==> config.mk <==
export PLATFORM = sky130hd
export DESIGN_NAME = inline_link_scanner_top
export DESIGN_NICKNAME = d
export VERILOG_FILES = /design/src/design/ilscan_pkg.sv /design/src/design/inline_link_scanner_top.sv
export SDC_FILE = /design/constraint.sdc
export NUM_CORES = 1
export LEC_CHECK = 0
export BUFFER_PORTS_ARGS = -buffer_cell sky130_fd_sc_hd__buf_2
export CORE_AREA = 4 4 111 102
export CTS_BUF_LIST = sky130_fd_sc_hd__clkbuf_8
export CTS_CLUSTER_DIAMETER = 30
export DETAILED_ROUTE_END_ITERATION = 10
export DIE_AREA = 0 0 115 106
export PLACE_DENSITY_LB_ADDON = 0.2
export SYNTH_ARGS = -nofsm -noshare
export SYNTH_HDL_FRONTEND = slang
export SYNTH_SLANG_ARGS = --single-unit
==> constraint.sdc <==
create_clock -name i_clk -period 3.4 [get_ports i_clk]
set_clock_uncertainty 0.15 [all_clocks]
set_input_delay 0 -clock i_clk [delete_from_list [all_inputs] [get_ports i_clk]]
set_output_delay 0 -clock i_clk [all_outputs]
set_load 0.005 [all_outputs]
==> src/design/ilscan_pkg.sv <==
// Shared types and constants for the inline link scanner.
package ilscan_pkg;

    localparam int MAX_LINE_LEN = 4096;
    localparam int POS_W        = $clog2(MAX_LINE_LEN + 1);

    localparam int CHAR_W  = 21;
    localparam int COUNT_W = 12;
    localparam int CHARS_W = 13;

    typedef logic [CHAR_W-1:0]  t_char;
    typedef logic [COUNT_W-1:0] t_count;
    typedef logic [CHARS_W-1:0] t_chars;
    typedef logic [POS_W-1:0]   t_pos;

    localparam t_char CH_BACKSLASH = t_char'(8'h5C);
    localparam t_char CH_LBRACKET  = t_char'(8'h5B);
    localparam t_char CH_RBRACKET  = t_char'(8'h5D);
    localparam t_char CH_LPAREN    = t_char'(8'h28);
    localparam t_char CH_RPAREN    = t_char'(8'h29);

    localparam t_count COUNT_MAX = '1;
    localparam t_chars CHARS_MAX = '1;
    localparam t_pos   POS_MAX   = t_pos'(MAX_LINE_LEN);

    typedef enum logic [5:0] {
        S_PLAIN  = 6'b000001,
        S_ESCAPE = 6'b000010,
        S_OPENED = 6'b000100,
        S_TEXT   = 6'b001000,
        S_CLOSED = 6'b010000,
        S_TARGET = 6'b100000
    } t_scan_state;

endpackage

==> src/design/inline_link_scanner_top.sv <==
// Inline link scanner: counts [text](target) links per line, sums target lengths (each with its '(').
//
// Input channel: i_in_valid / o_in_stall carry one character (i_char_code) or a
// line terminator (i_line_end = 1) per transfer. Output channel: o_out_valid /
// i_out_stall carry one result (o_link_count, o_link_chars) per line terminator;
// plain characters produce no result.
// Throughput: one input transfer per cycle, sustained while o_in_stall is low. Each transfer lands in an
// input register; while it is held there, one pass of the scan FSM and its counters
// updates the line state and, for a terminator, loads the result register.
// The output register frees the input side, so characters keep flowing while a
// result waits; only a second terminator stalls behind an unaccepted result,
// and o_in_stall stays high until that result transfers.
// Characters past the first MAX_LINE_LEN of a line are dropped.
// Reset (synchronous, i_rst_n low) empties both registers and returns the scan
// to plain text with all counts zero. While i_out_stall is high the pending
// result holds steady.
module inline_link_scanner_top (
    input  logic                   i_clk,
    input  logic                   i_rst_n,
    input  logic                   i_in_valid,
    output logic                   o_in_stall,
    input  ilscan_pkg::t_char      i_char_code,
    input  logic                   i_line_end,
    output logic                   o_out_valid,
    input  logic                   i_out_stall,
    output ilscan_pkg::t_count     o_link_count,
    output ilscan_pkg::t_chars     o_link_chars
);
    import ilscan_pkg::*;

    logic        r_in_valid;
    t_char       r_in_char;
    logic        r_in_end;

    t_scan_state r_state, n_state;
    t_count      r_count, n_count;
    t_chars      r_chars, n_chars;
    t_chars      r_pending, n_pending;
    t_pos        r_pos, n_pos;

    logic        r_out_valid;
    t_count      r_out_count;
    t_chars      r_out_chars;

    logic        out_blocked;
    logic        proc_go;
    logic [CHARS_W:0] chars_sum;

    assign out_blocked = r_out_valid && i_out_stall;
    assign proc_go     = r_in_valid && !(r_in_end && out_blocked);
    assign o_in_stall  = r_in_valid && !proc_go;

    assign chars_sum = {1'b0, r_chars} + {1'b0, r_pending};

    // one character or line terminator through the scan FSM
    always_comb begin
        n_state   = r_state;
        n_count   = r_count;
        n_chars   = r_chars;
        n_pending = r_pending;
        n_pos     = r_pos;
        if (r_in_end) begin
            n_state   = S_PLAIN;
            n_count   = '0;
            n_chars   = '0;
            n_pending = '0;
            n_pos     = '0;
        end else if (r_pos < POS_MAX) begin
            n_pos = r_pos + t_pos'(1);
            unique case (r_state)
                S_ESCAPE: n_state = S_PLAIN;
                S_OPENED: n_state = (r_in_char == CH_RBRACKET) ? S_PLAIN : S_TEXT;
                S_TEXT: begin
                    if (r_in_char == CH_RBRACKET) n_state = S_CLOSED;
                end
                S_CLOSED: begin
                    if (r_in_char == CH_LPAREN) begin
                        n_pending = t_chars'(1);
                        n_state   = S_TARGET;
                    end else begin
                        n_state = S_PLAIN;
                    end
                end
                S_TARGET: begin
                    if (r_in_char == CH_RPAREN) begin
                        if (r_count != COUNT_MAX) n_count = r_count + t_count'(1);
                        n_chars   = chars_sum[CHARS_W] ? CHARS_MAX : chars_sum[CHARS_W-1:0];
                        n_pending = '0;
                        n_state   = S_PLAIN;
                    end else if (r_pending != CHARS_MAX) begin
                        n_pending = r_pending + t_chars'(1);
                    end
                end
                S_PLAIN: begin
                    if (r_in_char == CH_BACKSLASH)     n_state = S_ESCAPE;
                    else if (r_in_char == CH_LBRACKET) n_state = S_OPENED;
                    else                               n_state = S_PLAIN;
                end
                default: n_state = S_PLAIN;
            endcase
        end
    end

    always_ff @(posedge i_clk) begin
        if (!i_rst_n) begin
            r_in_valid <= 1'b0;
        end else if (!o_in_stall) begin
            r_in_valid <= i_in_valid;
        end
        if (!o_in_stall) begin
            r_in_char <= i_char_code;
            r_in_end  <= i_line_end;
        end
    end

    always_ff @(posedge i_clk) begin
        if (!i_rst_n) begin
            r_state   <= S_PLAIN;
            r_count   <= '0;
            r_chars   <= '0;
            r_pending <= '0;
            r_pos     <= '0;
        end else if (proc_go) begin
            r_state   <= n_state;
            r_count   <= n_count;
            r_chars   <= n_chars;
            r_pending <= n_pending;
            r_pos     <= n_pos;
        end
    end

    always_ff @(posedge i_clk) begin
        if (!i_rst_n) begin
            r_out_valid <= 1'b0;
        end else if (proc_go && r_in_end) begin
            r_out_valid <= 1'b1;
        end else if (!i_out_stall) begin
            r_out_valid <= 1'b0;
        end
        if (proc_go && r_in_end) begin
            r_out_count <= r_count;
            r_out_chars <= r_chars;
        end
    end

    assign o_out_valid  = r_out_valid;
    assign o_link_count = r_out_count;
    assign o_link_chars = r_out_chars;

    // a new result only ever follows a processed terminator
    a_out_from_end: assert property (@(posedge i_clk) disable iff (!i_rst_n)
        (!$past(r_out_valid) && r_out_valid) |-> $past(r_in_valid && r_in_end))
        else $error("result appeared without a line terminator");

    a_end_clears: assert property (@(posedge i_clk) disable iff (!i_rst_n)
        (proc_go && r_in_end) |=> (r_state == S_PLAIN && r_count == '0 &&
                                   r_chars == '0 && r_pos == '0))
        else $error("line state not cleared after terminator");

    a_pending_idle: assert property (@(posedge i_clk) disable iff (!i_rst_n)
        (r_state != S_TARGET) |-> (r_pending == '0))
        else $error("pending target length outside a target");

    a_pos_bound: assert property (@(posedge i_clk) disable iff (!i_rst_n)
        r_pos <= POS_MAX)
        else $error("line position past limit");

endmodule

-- After elaboration in Yosys (flattened, before gate mapping)
Index checks and enable logic that the tools add are counted.
- shift-type cells: 0
- order comparisons: 1
- muxes and demuxes: 29
- $mul: 0
- add/subtract/negate cells: 4
- reduce and logical (&&, ||, !) cells: 17
- bitwise gates (word level): 0
- divide/modulo/power cells: 0
- equality and inequality tests: 17
- operators by type and width (kind ; number):
    13-bit two-way mux ; 12
    21-bit by 7-bit == test with 1-bit output (second input constant) ; 3
    12-bit two-way mux ; 5
    21-bit by 6-bit == test with 1-bit output (second input constant) ; 2
    6-bit two-way mux ; 5
    6-bit case mux with 5 select lines ; 1
    13-bit by 1-bit adder with 13-bit output (second input constant) ; 2
    13-bit case mux with 2 select lines ; 1
    13-bit by 13-bit adder with 14-bit output ; 1
    13-bit less-than comparator (second input constant) ; 1
    13-bit != test (second input constant) ; 1
    12-bit by 1-bit adder with 12-bit output (second input constant) ; 1
    12-bit != test (second input constant) ; 1
    5-bit AND reduction ; 2
    3-bit != test (second input constant) ; 3
    4-bit AND reduction ; 2
    2-bit nonzero test ; 4
    6-bit by 1-bit == test with 1-bit output (second input constant) ; 1
    6-bit by 3-bit == test with 1-bit output (second input constant) ; 1
    6-bit by 4-bit == test with 1-bit output (second input constant) ; 1
    6-bit by 5-bit == test with 1-bit output (second input constant) ; 1
    6-bit == test (second input constant) ; 1
    3-bit two-way mux ; 2
    1-bit logical AND ; 5
    7 further kinds ; 9
- output and inout port bits: 27
- word-level logic and storage cells: 79
- RAM bits: 0
- register bits: 106
- latch bits: 0
- memory bits (read-only): 0
- input bits: 26
- memories kept: 0

-- Logic depth before layout (Yosys ltp)
Gate-level depths: netlist (run 1).
- depth in word-level cells: 6
- depth in mapped cells: 9
- depth with buffers taken out: 9

-- Worst setup path after synthesis (run 1)
No wires, ideal clock.
- path kind: flip-flop to flip-flop
- from: reg r_in_end
- to: reg r_out_chars[0], in the netlist o_link_chars[0] (enable)
- cell stages (with the launch flop): 5
- path slack: 0.864 ns
- arrival time: 1.979 ns
- path through: edfxtp_1 buf_2 nand2b_1 nand3_1 nor2_1
- longest elaborated chain between the ends: 4
- RTL lines (element ; RTL line ; text):
    from (decl) ; inline_link_scanner_top.sv:33 ; logic r_in_end;
    from (signal assigned) ; inline_link_scanner_top.sv:112 ; r_in_end <= i_line_end;
    1-bit logical AND ; inline_link_scanner_top.sv:50 ; assign proc_go = r_in_valid && !(r_in_end && out_blocked);
    1-bit logical NOT ; inline_link_scanner_top.sv:50 ;
    1-bit logical AND ; inline_link_scanner_top.sv:50 ;
    1-bit logical AND (*) ; inline_link_scanner_top.sv:140 ; if (proc_go && r_in_end) begin
    to (signal assigned) ; inline_link_scanner_top.sv:142 ; r_out_chars <= r_chars;
    to (decl) ; inline_link_scanner_top.sv:43 ; t_chars r_out_chars;
Mark *: on every way between the ends. The rest lies on a longest branch, timed or not.
A chain may end at the register's enable or synchronous reset.

-- Worst setup path after layout (run 1)
- from: reg r_in_end
- to: reg r_count[10]
- longest elaborated chain between the ends: 4
- elaborated cells between the ends (all ways): 9
- those cells by class: mux: 1; reduce/logical: 8
- RTL lines (element ; RTL line ; text):
    1-bit logical AND ; inline_link_scanner_top.sv:50 ;
    1-bit logical NOT ; inline_link_scanner_top.sv:50 ;
    1-bit logical AND ; inline_link_scanner_top.sv:50 ;
    5-bit AND reduction (no line) ; n/a ;
    to (signal assigned) ; inline_link_scanner_top.sv:125 ; r_count <= n_count;
    to (decl) ; inline_link_scanner_top.sv:36 ; t_count r_count, n_count;
Parallel ways exist; a longest one is shown, timed or not.

==> summary.md, run 1 <==
| Metric | Value |
|---|---|
| Distinct cells, synth | `59` |
| Outcome | `finished, final reports clean` |
| WP data required | `roughly 3.5 ns` |
| MaxCap Viol Count | `0` |
| Slowest cell delay on critical path | `0.73 ns` |
| Post-Layout Cell Count | `699` |
| Reg clk slew, reported paths | `~0.11 ns` |
| Die H | `106 um` |
| Final setup vio count | `0` |
| Slew Limit Fails | `0` |
| Slew HR | `27.2%` |
| Routed wire length | `10400 um` |
| DP Wirelength | `7170 um` |
| Initial antenna violation count | `0` |
| GP Congestion | `roughly 0.87` |
| Synth Cell Area | `4970 um^2` |
| Critical-path top delay cell | `a311oi_2` |
| CP endpoint kind | `flop` |
| Share of cells above drive strength 1 | `16.0%` |
| H-tree Lvls | `3` |
| Placed instance area | `5390 um^2` |
| FMAX | `364 MHz` |
| Clk sinks | `106` |
| Drt wl/cell | `roughly 15 um` |
| Period minus WS final | `2.74 ns` |
| Top-count cell post-synth | `nor2_1` |
| Synth top area share | `28.4%` |
| Die W | `around 120 um` |
| Remaining Overflow, GRT | `0` |
| Ys Warns | `0` |
| DIE AREA | `about 12000 um^2` |
| Antenna fix cells | `0` |
| Resized Gates After CTS | `0` |
| Post-DRT Antenna Nets | `0` |
| CTS buffer count | `9` |
| Synth top cells by count | `60 x nor2_1, 59 x dfxtp_1, 47 x edfxtp_1` |
| Post-synthesis cell count | `between 400 and 500` |
| First-pass GRT wire length | `17200 um` |
| Main flop type after synthesis | `dfxtp_1` |
| Power Dens Cells | `398 nW/um^2` |
| Largest driver fanout on the critical path | `12` |
| Area of the core | `~10000 um^2` |
| Post-synth EDFFs | `47` |
| Grt met1 use | `a little under a quarter` |
| DR vias | `about 3900` |
| Mapped Avg Cell Area | `10.3 um^2` |
| Yosys top cell by area | `edfxtp_1` |
| Clock Path Buffers | `2` |
| Final Cycle Share | `between 80 and 90%` |
| Layout area overhead | `18.4%` |
| CTS tree | `done` |
| Crit-path leading delay family | `compound AO/OA/AOI/OAI gates` |
| CP Buf/Inv Count | `1` |
| Gr busiest metal | `met2` |
| Hold crit path type | `in -> reg` |
| Worst setup SP type | `flop` |
| Worst EP arrival | `2.87 ns` |
| # DRC | `0` |
| Met2 Use GR | `a little over a quarter` |
| Largest net degree at the start of global routing | `26` |
| Syn nets | `~530` |
| RSZ-0062 raised after global routing | `false` |
| Pleak | `2.12 nW` |
| Fill cells | `868` |
| Sequential element share of the synthesized area | `a little over half` |
| Synth top area cells | `edfxtp_1 28%, dfxtp_1 24%, nor2_1 4.5%, xor2_1 4.1%, ha_1 4.0%` |
| Tot Pwr | `~2.3 mW` |
| Worst slew pin tran | `between 1 and 1.5 ns` |
| Fin nets | `608` |
| Worst ir drop on vdd | `0.376 mV` |
| I/O Pins | `53` |
| CP Cell Sequence | `clkinv_1 > and3_1 > a311oi_2 > nand4_1 > xnor2_1 > nor2b_1` |
| Total track usage | `between 10% and 20%` |
| Finished layout cell area | `5890 um^2` |
| Clk Latency, worst-skew pair | `about 0.38 ns` |
| Vias in the first global route | `around 3600` |
| Synth Register Bits | `106` |
| Grt met3 use | `3.53%` |
| Buffers on Ports | `between 50 and 60` |
| Initial DRC Count | `123` |
| Setup bufs post-CTS | `0` |
| Via density | `5.53` |
| # hold bufs at CTS | `26` |
| Total negative slack | `0 ns` |
| Final Hold Vio Count | `0` |
| Initial core utilization | `between 40 and 50%` |
| Cell at the root of the clock tree | `clkbuf_8` |
| Placed cells | `657` |
| Router iterations before antenna repair | `4` |
| FP Rows | `35` |
| CP Class | `reg -> reg` |
| Asr flop ratio synth | `0%` |
[path summary, 6_finish.rpt]
kind | from | end | slack (ns) | depth (start not counted)
hold reg to reg | r_chars[0] | r_chars[0] | 0.33 | 2
hold / removal | i_char_code[7] | r_in_char[7] | 0.17 | 2
setup reg to reg | r_in_end | r_count[10] | 0.66 | 6
setup / recovery | r_in_end | r_count[10] | 0.66 | 6
[flip-flops by register name, indices dropped and copies added, names as in the netlist]
register and flops:
r_state 6, o_out_valid 1, r_in_valid 1, r_pending 13, o_link_count 12, o_link_chars 13
r_in_char 21, r_chars 13, r_count 12, r_in_end 1, r_pos 13
[final cells by class]
class | instances | area (um^2) | share of cell area, %
Clock buffer | 9 | 124 | 2.10
Tap cell | 129 | 161 | 2.74
Timing Repair Buffer | 84 | 566 | 9.61
Sequential cell | 106 | 2590 | 44.0
Multi-Input combinational cell | 350 | 2280 | 38.7
Clock inverter | 7 | 113 | 1.91
Inverter | 14 | 52.6 | 0.893
[through the flow]
step                utilization (%)  setup WS (ns)  hold WS [ns]
CTS                            57.9          0.640         0.151
finish                         57.9          0.655         0.170
detailed placement             53.0          0.663        0.0281
floorplan                         -          0.864       -0.0511
global placement               53.0          0.776        0.0261
global route                   57.9          0.401         0.147
[where the power goes]
group,switching [mW],internal (mW)
Combinational,0.0604,0.0544
Clock,0.488,0.367
Sequential,0.0169,1.35
[kinds of logic (layout without fill, tap and decap cells)]
logic type      after synthesis  after routing  synth area share, %
xor+xnor                     31             31                 5.46
mux                           5              5                 1.01
fa+ha+maj                    17             17                 4.43
simple gates                213            213                 23.5
buf+inv                      26            114                 2.11
flops                       106            106                 52.1
compound gates               84             84                 11.3
[layout by cell type, fill, tap and decap left out, drive strengths merged, types with 4 or more instances in the layout]
cell and n:
dfxtp 59, inv 13, nor2b 4, mux2i 5, nand2 42, nand3 23
or3 6, clkinv 7, clkbuf 9, nor3 9, a31oi 6, o31ai 8
a21oi 21, dlygate4sd3 26, xnor2 8, or4 7, nand4b 4, edfxtp 47
buf 58, and3 5, nand4 20, o21ai 27, o2111ai 5, ha 16
nor4 8, nor2 60, xor2 23, nand3b 6
[routing by layer]
metal,share of wire (%),routed length [um]
met1,47,4880
met2,46,4830
met3,5.4,557
met4,1.3,132
met5,0,0
Power figures use the tool's default switching activity.
==> inputs of run 2 (changes only) <==
clock period = 2.7 ns   (was 3.4 ns; I/O delays follow)
==> run 2 against run 1 <==
Compared with the run above: first-iteration DRC count is 57% higher; worst hold slack lost 0.0080 ns; sequential share of layout area fell by 0.075 points; die area unchanged; critical endpoint is now r_state[0]; largest cell class unchanged.
==> summary.md, run 2 (synthesized netlist as in run 1, its figures left out) <==
| Metric | Value |
|---|---|
| Final Cycle Share | `93.4%` |
| Largest register FFs | `21` |
| H-tree Lvls | `3` |
| Final Hold Vio Count | `0` |
| Die H | `~110 um` |
| First-pass GRT wire length | `between 15000 and 20000 um` |
| DIE AREA | `~12000 um^2` |
| Vias in the first global route | `3676` |
| Router iterations before antenna repair | `4` |
| MaxCap Viol Count | `0` |
| Clock Path Buffers | `2` |
| Dpl ws | `0.201 ns` |
| RSZ-0062 raised after global routing | `false` |
| Layout area overhead | `18.6%` |
| I/O Pins | `53` |
| FMAX | `397 MHz` |
| Total track usage | `about 18%` |
| CP Cell Sequence | `nor4b_4 > nand4_4 > nor3_1 > o211a_1 > nand2_1 > o32a_1` |
| Fin nets | `611` |
| Initial antenna violation count | `0` |
| CP endpoint kind | `flop` |
| CP Class | `reg -> reg` |
| Via density | `5.59` |
| Largest driver fanout on the critical path | `10` |
| CTS buffer count | `9` |
| CTS tree | `done` |
| Worst slew pin tran | `between 0.5 and 0.6 ns` |
| Drt wl/cell | `14.4 um` |
| Most frequent cells in the layout | `59 x nor2_1, 59 x dfxtp_1, 52 x buf_2` |
| Final WS setup | `0.179 ns` |
| Power Dens Cells | `approximately 500 nW/um^2` |
| Critical-path top delay cell | `nor3_1` |
| Reg clk slew, reported paths | `0.11 ns` |
| Clk sinks | `106` |
| GP Congestion | `between 0.8 and 0.9` |
| Slew HR | `approximately 65%` |
| Utilization after layout | `between 50% and 60%` |
| Cell at the root of the clock tree | `clkbuf_8` |
| Initial core utilization | `48.9%` |
| Share of cells above drive strength 1 | `16.8%` |
| # DRC | `0` |
| Worst EP arrival | `2.64 ns` |
| Crit-path leading delay family | `simple AND/OR/NAND/NOR gates` |
| DR vias | `3924` |
| FP Rows | `35` |
| Clk Latency, worst-skew pair | `around 0.38 ns` |
| Worst setup SP type | `flop` |
| Slew Limit Fails | `0` |
| DP Wirelength | `just over 7000 um` |
| Biggest register | `r_in_char` |
| Fill cells | `916` |
| Routed wire length | `10100 um` |
| WP data required | `2.82 ns` |
| Hold crit path type | `in -> reg` |
| Area of the core | `10200 um^2` |
| Slowest cell delay on critical path | `0.52 ns` |
| Post-DRT Antenna Nets | `0` |
| Largest net degree at the start of global routing | `26` |
| Final setup vio count | `0` |
| Initial DRC Count | `193` |
| Total negative slack | `0 ns` |
| Buffers on Ports | `52` |
| Die W | `115 um` |
| CP Buf/Inv Count | `0` |
| Worst ir drop on vdd | `0.319 mV` |
| Remaining Overflow, GRT | `0` |
| Period minus WS final | `2.52 ns` |
| Outcome | `finished, final reports clean` |
| Pleak | `about 2.1 nW` |
| Antenna fix cells | `0` |
| Setup bufs post-CTS | `0` |
-- run 2: metrics by stage --
step / total power [mW] / hold slack, ns / area (um^2) / instances
final: 2.92 / 0.162 / 5900 / 702
after global routing: 3.03 / 0.158 / 5900 / 702
after detailed placement: 1.88 / 0.0281 / 5420 / 661
after CTS: 2.95 / 0.149 / 5890 / 702
after floorplan: 1.82 / -0.0511 / 4970 / 482
after global placement: 1.88 / 0.0263 / 5420 / 661
-- run 2: power by group --
group          internal, mW  switching (mW)
clock                 0.454           0.596
combinational        0.0704          0.0777
sequential             1.70          0.0188
-- run 2: worst paths after layout --
path	endpoint	slack (ns)	cells after the start	start
setup / recovery	r_state[0]	0.18	6	r_in_char[7]
hold / removal	r_in_char[7]	0.16	2	i_char_code[7]
setup reg to reg	r_state[0]	0.18	6	r_in_char[7]
hold reg to reg	r_chars[2]	0.33	2	r_chars[2]
-- run 2: what timing repair did --
action                     4_1_cts  5_1_grt
hold endpoints to repair        37        0
hold buffers                    25        0
setup endpoints to repair        0        1
resized for setup                0        1
-- run 2: worst reg2reg max path: stages, from the launching register on --
cell and delay (ns):
edfxtp_1 0.43, nor4b_4 0.35, nand4_4 0.23, nor3_1 0.52, o211a_1 0.37, nand2_1 0.09
o32a_1 0.28
-- run 2: area by class of cell --
class / instances / area (um^2) / area share (%)
flip-flops and latches: 106 / 2590 / 44.0
repair buffers: 87 / 586 / 9.93
clock buffers: 9 / 124 / 2.10
well taps: 129 / 161 / 2.74
clock inverters: 7 / 96.3 / 1.63
multi-input cells: 350 / 2280 / 38.7
inverters: 14 / 52.6 / 0.891
-- run 2: layer usage --
| layer | track usage, % | vias up | routed length [um] |
|---|---|---|---|
| met5 | 0 | - | 0 |
| met4 | 4.44 | 0 | 110 |
| met3 | 4.67 | 11 | 587 |
| met2 | 28.1 | 93 | 4750 |
| met1 | 23.8 | 1863 | 4670 |
| li1 | - | 1957 | - |
